### src/rtl/core/fns_pkg.sv
// ----------------------------------------------------------------------------
// fns_pkg
// Shared widths, constants and sequencer states for the Newton square root.
// ----------------------------------------------------------------------------
package fns_pkg;

   // field widths
   localparam int unsigned ValW    = 31;              // Q15.16 radicand / root
   localparam int unsigned LimW    = 4;               // iteration limit register
   localparam int unsigned TolW    = 16;              // tolerance register
   localparam int unsigned CsrW    = 16;              // widest register
   localparam int unsigned ReqW    = 32;              // request tdata, byte padded
   localparam int unsigned RspW    = 32;              // response tdata
   localparam int unsigned FracW   = 16;              // fraction bits

   // datapath widths
   localparam int unsigned SqW     = 2 * ValW;        // estimate squared
   localparam int unsigned ResW    = SqW - FracW + 2; // signed residual
   localparam int unsigned DvdW    = 63;              // |residual| << 16
   localparam int unsigned DivW    = ValW + 2;        // twice the estimate, 33 bits
   localparam int unsigned CntW    = 6;               // division step counter
   localparam int unsigned SumW    = DvdW + 2;        // estimate update

   // constants
   localparam logic [ValW-1:0] OneQ16    = ValW'(1 << FracW);
   localparam logic [ValW-1:0] RootMax   = '1;
   localparam logic [LimW-1:0] LimReset  = LimW'(8);
   localparam logic [TolW-1:0] TolReset  = TolW'(1 << 2);
   localparam logic [CntW-1:0] DivSteps  = CntW'(DvdW - 1);

   // register indexes
   localparam logic CsrLimit = 1'b0;
   localparam logic CsrTol   = 1'b1;

   // sequencer states, one-hot
   typedef enum logic [5:0] {
      ST_IDLE   = 6'b000001,
      ST_SQUARE = 6'b000010,
      ST_RESID  = 6'b000100,
      ST_DIVIDE = 6'b001000,
      ST_UPDATE = 6'b010000,
      ST_FINISH = 6'b100000
   } state_type;

endpackage

### src/rtl/core/fixed_point_newton_sqrt.sv
// ----------------------------------------------------------------------------
// fixed_point_newton_sqrt
// Q15.16 square root by Newton iteration with early stop on tolerance.
// ----------------------------------------------------------------------------
// One request at a time: the estimate starts at 1.0 and each Newton pass is a
// squaring multiply, a residual step, a 63-step restoring divider that retires
// one quotient bit a cycle, and an update step. A request runs as many passes
// as the iteration limit (8 by default), fewer when the correction falls below
// tolerance early. The divider is the long pole. req_tready is high only while
// no request is being worked on; a finished response sits in an output register
// so the next request can be taken while it waits. With an iteration limit of
// zero the response is 1.0, not converged. Registers: index 0 iteration limit,
// index 1 tolerance.
module fixed_point_newton_sqrt (
   input  logic                       clock,
   input  logic                       reset,
   // request channel
   input  logic                       req_tvalid,
   output logic                       req_tready,
   input  logic [fns_pkg::ReqW-1:0]   req_tdata,   // [30:0] radicand, [31] zero
   // response channel
   output logic                       rsp_tvalid,
   input  logic                       rsp_tready,
   output logic [fns_pkg::RspW-1:0]   rsp_tdata,   // [30:0] root, [31] converged
   // register writes
   input  logic                       csr_wen,
   input  logic                       csr_index,
   input  logic [fns_pkg::CsrW-1:0]   csr_wdata
);
   import fns_pkg::*;

   state_type            state_ff, state_in;
   logic [LimW-1:0]      limit_ff, limit_in;
   logic [TolW-1:0]      tol_ff, tol_in;
   logic [ValW-1:0]      x_ff, x_in;
   logic [ValW-1:0]      est_ff, est_in;
   logic [SqW-1:0]       sq_ff, sq_in;
   logic [DvdW-1:0]      dvd_ff, dvd_in;
   logic [DivW-1:0]      rem_ff, rem_in;
   logic [DivW-1:0]      div_ff, div_in;
   logic                 neg_ff, neg_in;
   logic                 divz_ff, divz_in;
   logic [CntW-1:0]      cnt_ff, cnt_in;
   logic [LimW-1:0]      pass_ff, pass_in;
   logic                 conv_ff, conv_in;
   logic                 rsp_valid_ff, rsp_valid_in;
   logic [RspW-1:0]      rsp_data_ff, rsp_data_in;

   logic signed [ResW-1:0] resid;
   logic [ResW-1:0]        resid_mag;
   logic [DivW:0]          shifted;
   logic [DivW:0]          trial;
   logic                   fits;
   logic [DvdW-1:0]        quot;
   logic [SumW-1:0]        sum;
   logic [ValW-1:0]        est_sat;
   logic                   small_corr;
   logic [LimW-1:0]        pass_next;

   assign req_tready = (state_ff == ST_IDLE);
   assign rsp_tvalid = rsp_valid_ff;
   assign rsp_tdata  = rsp_data_ff;

   // residual: floor(est^2 / 2^16) - radicand, and its magnitude
   assign resid     = $signed({2'b00, sq_ff[SqW-1:FracW]}) -
                      $signed({{(ResW-ValW){1'b0}}, x_ff});
   assign resid_mag = resid[ResW-1] ? ResW'(-resid) : ResW'(resid);

   // one restoring division step
   assign shifted = {rem_ff, dvd_ff[DvdW-1]};
   assign fits    = (shifted >= {1'b0, div_ff});
   assign trial   = shifted - {1'b0, div_ff};

   // estimate update with saturation to [0, 2^31-1]
   assign quot       = divz_ff ? '0 : dvd_ff;
   assign sum        = neg_ff ? ({{(SumW-ValW){1'b0}}, est_ff} + {2'b00, quot})
                              : ({{(SumW-ValW){1'b0}}, est_ff} - {2'b00, quot});
   assign est_sat    = sum[SumW-1] ? '0 :
                       (|sum[SumW-2:ValW]) ? RootMax : sum[ValW-1:0];
   assign small_corr = (quot[DvdW-1:TolW] == '0) && (quot[TolW-1:0] < tol_ff);
   assign pass_next  = pass_ff + LimW'(1);

   // sequencer and datapath next values
   always_comb begin
      state_in     = state_ff;
      limit_in     = limit_ff;
      tol_in       = tol_ff;
      x_in         = x_ff;
      est_in       = est_ff;
      sq_in        = sq_ff;
      dvd_in       = dvd_ff;
      rem_in       = rem_ff;
      div_in       = div_ff;
      neg_in       = neg_ff;
      divz_in      = divz_ff;
      cnt_in       = cnt_ff;
      pass_in      = pass_ff;
      conv_in      = conv_ff;
      rsp_valid_in = rsp_valid_ff;
      rsp_data_in  = rsp_data_ff;

      // register writes
      if (csr_wen) begin
         unique case (csr_index)
            CsrLimit: limit_in = csr_wdata[LimW-1:0];
            CsrTol:   tol_in   = csr_wdata[TolW-1:0];
            default:  tol_in   = tol_ff;
         endcase
      end

      // response leaves on handshake
      if (rsp_valid_ff && rsp_tready) begin
         rsp_valid_in = 1'b0;
      end

      unique case (state_ff)
         ST_IDLE: begin
            if (req_tvalid) begin
               x_in    = req_tdata[ValW-1:0];
               est_in  = OneQ16;
               pass_in = '0;
               conv_in = 1'b0;
               state_in = (limit_ff == '0) ? ST_FINISH : ST_SQUARE;
            end
         end
         ST_SQUARE: begin
            sq_in    = {{(SqW-ValW){1'b0}}, est_ff} * {{(SqW-ValW){1'b0}}, est_ff};
            state_in = ST_RESID;
         end
         ST_RESID: begin
            neg_in   = resid[ResW-1];
            dvd_in   = {resid_mag[DvdW-FracW-1:0], {FracW{1'b0}}};
            rem_in   = '0;
            div_in   = {1'b0, est_ff, 1'b0};
            divz_in  = (est_ff == '0);
            cnt_in   = DivSteps;
            state_in = ST_DIVIDE;
         end
         ST_DIVIDE: begin
            rem_in = fits ? trial[DivW-1:0] : shifted[DivW-1:0];
            dvd_in = {dvd_ff[DvdW-2:0], fits};
            cnt_in = cnt_ff - CntW'(1);
            if (cnt_ff == '0) begin
               state_in = ST_UPDATE;
            end
         end
         ST_UPDATE: begin
            est_in  = est_sat;
            pass_in = pass_next;
            priority if (small_corr) begin
               conv_in  = 1'b1;
               state_in = ST_FINISH;
            end else if (pass_next == limit_ff) begin
               state_in = ST_FINISH;
            end else begin
               state_in = ST_SQUARE;
            end
         end
         ST_FINISH: begin
            if (!rsp_valid_ff || rsp_tready) begin
               rsp_valid_in = 1'b1;
               rsp_data_in  = {conv_ff, est_ff};
               state_in     = ST_IDLE;
            end
         end
         default: state_in = ST_IDLE;
      endcase
   end

   // control registers
   always_ff @(posedge clock) begin
      if (reset) begin
         state_ff     <= ST_IDLE;
         limit_ff     <= LimReset;
         tol_ff       <= TolReset;
         rsp_valid_ff <= 1'b0;
      end else begin
         state_ff     <= state_in;
         limit_ff     <= limit_in;
         tol_ff       <= tol_in;
         rsp_valid_ff <= rsp_valid_in;
      end
   end

   // datapath registers
   always_ff @(posedge clock) begin
      x_ff        <= x_in;
      est_ff      <= est_in;
      sq_ff       <= sq_in;
      dvd_ff      <= dvd_in;
      rem_ff      <= rem_in;
      div_ff      <= div_in;
      neg_ff      <= neg_in;
      divz_ff     <= divz_in;
      cnt_ff      <= cnt_in;
      pass_ff     <= pass_in;
      conv_ff     <= conv_in;
      rsp_data_ff <= rsp_data_in;
   end

endmodule
### config.mk
export PLATFORM = sky130hd
export DESIGN_NAME = fixed_point_newton_sqrt
export DESIGN_NICKNAME = d
export VERILOG_FILES = /design/src/rtl/core/fns_pkg.sv /design/src/rtl/core/fixed_point_newton_sqrt.sv
export SDC_FILE = /design/constraint.sdc
export NUM_CORES = 2
export LEC_CHECK = 0
export BUFFER_PORTS_ARGS = -buffer_cell sky130_fd_sc_hd__buf_2
export CORE_MARGIN = 5
export CORE_UTILIZATION = 45
export DETAILED_ROUTE_END_ITERATION = 7
export PLACE_DENSITY = 0.57
export SYNTH_ARGS = -nofsm -noshare
export SYNTH_HDL_FRONTEND = slang
export SYNTH_SLANG_ARGS = --single-unit
### constraint.sdc
create_clock -name clock -period 19.8 [get_ports clock]
set_clock_uncertainty 0.2 [all_clocks]
set_input_delay 0 -clock clock [delete_from_list [all_inputs] [get_ports clock]]
set_output_delay 0 -clock clock [all_outputs]
set_load 0.02 [all_outputs]
# Word-level counts from Yosys, hierarchy flattened
# Cells that the tools add are included.
classes:
  div: 0
  order_cmp: 2
  addsub: 7
  mux: 26
  n_reduce_logical: 18
  multipliers: 1
  eq_ne: 11
  bitwise: 1
  shifts: 0
op_table:
  columns: ["operator", "n"]
  rows:
  - ["$pmux 63 s2", 1]
  - ["$mux 31", 3]
  - ["$pmux 33 s2", 1]
  - ["$mux 65", 1]
  - ["$add 31x63->64", 1]
  - ["$sub 31x63->64", 1]
  - ["$mux 63", 1]
  - ["$mul 31x31->62", 1]
  - ["$pmux 31 s2", 1]
  - ["$logic_not 47->1", 1]
  - ["$mux 47", 1]
  - ["$neg 47->47", 1]
  - ["$sub 46x31->47", 1]
  - ["$mux 6", 6]
  - ["$pmux 6 s6", 1]
  - ["$ge 34x32->1", 1]
  - ["$mux 33", 1]
  - ["$reduce_or 33->1", 1]
  - ["$sub 33x32->33", 1]
  - ["$logic_not 31->1", 1]
  - ["$lt 16x16->1", 1]
  - ["$pmux 6 s2", 1]
  - ["$reduce_and 2->1", 5]
  - ["$ne 2x2->1 const B", 4]
  - ["other kinds (21)", 28]
word_totals:
  out_inout_bits: 34
  register_bits: 323
  inputBits: 54
  memories: 0
  ram_bits: 0
  latchBits: 0
  wordCells: 82
  mem_bits_ro: 0

# Logic depth before layout (Yosys ltp)
logic_depth:
  word_depth: 7
  mapped_depth: 33
  mapped_depth_nobuf: 31

# Worst setup path before layout
# Ideal clock, no wire load.
synth_timing:
  kind: "flip-flop to flip-flop"
  startpoint: "reg est_ff[14]"
  endpoint: "reg sq_ff[43], data pin"
  n_path_buf: 2
  path_stages_with_launch: 30
  required_time_ps: 19342
  slack_ps: 11589
  t_arrival_ps: 7753
  period_less_slack_ps: 8211
  path_cell_list: "edfxtp_1 -> clkbuf_1 -> clkbuf_1 -> nand2_1 -> fa_1 -> inv_1 -> fa_1 -> inv_1 -> fa_1 -> fa_1 -> inv_1 -> fa_1 -> fa_1 -> fa_1 -> inv_1 -> fa_1 -> inv_1 -> ha_1 -> a41oi_1 -> o211ai_1 -> a221oi_1 -> nand3_1 -> o21ai_0 -> o21bai_1 -> a21oi_1 -> nor2b_1 -> o21a_1 -> o21a_1 -> nor2_1 -> xnor2_1"
synth_between:
  elab_chain_cells: 1
synth_rtl:
  columns: ["item", "line_no", "text"]
  rows:
  - ["start: declaration", "fixed_point_newton_sqrt.sv:36", "logic [ValW-1:0] est_ff, est_in;"]
  - ["start signal: assignment", "fixed_point_newton_sqrt.sv:188", "est_ff <= est_in;"]
  - ["$mul 31x31->62", "fixed_point_newton_sqrt.sv:127", "sq_in = {{(SqW-ValW){1'b0}}, est_ff} * {{(SqW-ValW){1'b0}}, est_ff};"]
  - ["end signal: assignment", "fixed_point_newton_sqrt.sv:189", "sq_ff <= sq_in;"]
  - ["end: declaration", "fixed_point_newton_sqrt.sv:37", "logic [SqW-1:0] sq_ff, sq_in;"]
# Every way passes these cells.
# A chain may end at the register's enable or synchronous reset.

# Final worst setup path
layout_timing:
  startpoint: "reg est_ff[6]"
  endpoint: "reg sq_ff[61], data pin"
# Same word-level chain as after synthesis.

==> flow_summary.toml <==
[synth]
yosysTopAreaCell = "fa_1"
synth-simple-area-share = 0.152
muxShareOfSynthArea = 0.00441
syn_area_um2 = 48800
synth_xor_area_frac = 0.0349
synth_edf_count = 280
synth-compound-area-share = 0.106
syn_avg_cell_area_um2 = 9.08
synthCells = 5368
synth_async_sr_flop_share = 0
ys.warnings.count = 0
synth_top_cells_by_area = "fa_1 (31%), edfxtp_1 (17%), ha_1 (10%), inv_1 (8.8%), nand2_1 (4.1%)"
ys_ff_latch = 307
synthDominantCellAreaShare = 0.309
synth_nets = 6583
synth_seq_area_share = 0.184
synth_top_family_by_area = "adder cells"
synthAdderAreaFrac = 0.414
synth_cell_types = 86
synthFlopType = "edfxtp_1"

[timing]
final.min_clock_period_ps = 9930
setup_violations = 0
fin_ws_ps = 9870
drv_slew = 0
fmax_mhz = 101
tightest_slew_ps = 1090
final-hold-violation-count = 0
rsz0062_at_grt = "no"
finalSetupTns_ps = 0
period_share = 0.501
slew_headroom = 0.266

[grt]
globalRouteOverflowTotal = 0
grt_pass1_vias = 39000
grt_max_degree = 89
antenna_found_initial = 11
track_usage = 0.249
grt_pass1_wl_mm = 225

[layout]
final_common_cell = "inv_1"
n_fill_cell = 10100
final_cells = 6893
final_util = 0.494
mostFrequentLayoutCells = "inv_1 (1142), fa_1 (753), nand2_1 (538), ha_1 (408), nor2_1 (306)"
syn_to_final_growth_pct = 8.84
final_nets = 6672
drive_above_1_share = 0.0463

[hold_path]
hold_end = "limit_ff[1]"
hold_class = "in -> reg"
hold_path_depth = 4
hp-start = "csr_wdata[1]"

[routing]
ant_nets = 0
post-route-drc-count = 0
num_vias = 37700
routedWlPerCell_um = 20.8
drtIter0Drc = 2799
wirelength_mm = 144
drt-pass1-iter-count = 6
viasPerCell = 5.48

[floorplanning]
initial_core_util = 0.454
rows = 120
die_area_um2 = 115000
io_pins = 88
fp.dieW_um = 339
design.core.area_um2 = 107000
die_y_um = 339

[placement]
hpwl_mm = 109
gp_congestion = 0.967
dp_slack_ps = 9900
placed_cells = 6700
io_buffers = 86

[clock_tree]
clk_latency_ps = 570
clkSinkCount = 307
clkSlewWorstSetupHoldPaths_ps = 60
cts_buffers = 37
cts-resized-gates = 0
cts_tree = "built"
htree_levels = 2
root_buffer = "clkbuf_16"
clockBufferDepth = 3

[worst_setup_path]
cp_slowest_stage_delay_ps = 650
regToRegStartpoint = "est_ff[6]"
cp.required_ps = 19900
crit_slowest_cell = "clkinv_1"
rr_worst_depth = 30
crit_type = "reg -> reg"
end_kind = "flip-flop"
r2r-end = "sq_ff[61]"
path_common_cell = "fa_1"
cp_max_fo = 30
start_kind = "flip-flop"
worstPathArrival_ps = 10030
reg2reg_slack_ps = 9870

[run_status]
status = "finished clean"

[flow_run]
maxCapViolCount = 0
[sequential cells by signal, summed over array words and instances (netlist names)]
signal      cells
tol_ff         16
limit_ff        4
sq_ff          46
rsp_tvalid      1
divz_ff         1
state_ff        6
rsp_tdata      32
cnt_ff          6
conv_ff         1
div_ff         31
neg_ff          1
rem_ff         33
est_ff         31
x_ff           31
dvd_ff         63
pass_ff         4
[through the flow]
step                hold WS [ps]  cell area, um2
global route                 124           53100
global placement           -21.6           50600
floorplan                   -101           48800
finish                      90.7           53100
detailed placement         -21.9           50600
CTS                         47.2           53100
[critical path, delay by kind of cell (launching register included)]
| kind | cells | cell delay [ps] |
|---|---|---|
| and+or+nand+nor | 3 | 800 |
| adders and majority gates | 9 | 4410 |
| buffers and inverters | 8 | 1490 |
| AOI/OAI and AO/OA | 9 | 2320 |
| xor gates and xnor gates | 1 | 110 |
| DFF | 1 | 320 |
[timing repair]
action,4_1_cts,5_1_grt
buffers inserted,0,0
endpoints found under the hold margin,93,0
hold buffers,121,0
[cell families after synthesis]
| group | after synthesis |
|---|---|
| multiplexers | 21 |
| AO/OA/AOI/OAI | 800 |
| XOR/XNOR | 194 |
| AND/OR/NAND/NOR | 1522 |
| buffers and inverters | 1363 |
| adder cells (fa/ha/maj) | 1161 |
| flip-flops | 307 |
[synthesized netlist by cell type (all sizes together), types with 15 or more instances]
| cell type | number |
|---|---|
| o21ai | 134 |
| a211oi | 22 |
| nand3 | 71 |
| nor2 | 306 |
| edfxtp | 280 |
| xnor2 | 132 |
| inv | 1146 |
| nand2b | 39 |
| o211ai | 37 |
| and3 | 21 |
| o31ai | 33 |
| fa | 753 |
| o21bai | 20 |
| xor2 | 62 |
| clkbuf | 198 |
| dfxtp | 27 |
| or4 | 15 |
| mux2i | 17 |
| a21oi | 263 |
| and2 | 221 |
| nor4 | 48 |
| nor3 | 73 |
| nand4 | 51 |
| o21a | 27 |
| nand2 | 538 |
| or3 | 21 |
| buf | 15 |
| nor2b | 46 |
| a21o | 64 |
| a31oi | 70 |
| ha | 408 |
[area by class of cell]
type                       instances  area [um2]  share of cell area
antenna                            4        10.0            0.000189
clock buffer                      46        1050              0.0199
clock inverter                    22         226             0.00427
inverter                        1150        4320              0.0814
multi-input combinational       3698       34700               0.654
sequential                       307        8950               0.169
tap                             1403        1760              0.0331
timing repair buffer             263        2060              0.0389
[how the worst max path moves through the flow]
stage | from | to | slack (ps) | cells past startpoint
after floorplan | est_ff[14] | sq_ff[43] | 11590 | 29
after global placement | est_ff[6] | sq_ff[61] | 9930 | 30
after detailed placement | est_ff[6] | sq_ff[61] | 9900 | 30
after CTS | est_ff[6] | sq_ff[61] | 9880 | 30
after global routing | est_ff[6] | sq_ff[43] | 9470 | 30
final | est_ff[6] | sq_ff[61] | 9870 | 30
[layer usage]
layer,track usage,vias up,wire [um]
met4,0.0684,2,4430
met1,0.345,18900,61700
met3,0.0237,227,8660
li1,-,17500,-
met2,0.422,1202,68900
met5,0,-,11
Power is not shown: default switching activity piles up to over one toggle a cycle in this logic, so the estimate is an artifact.
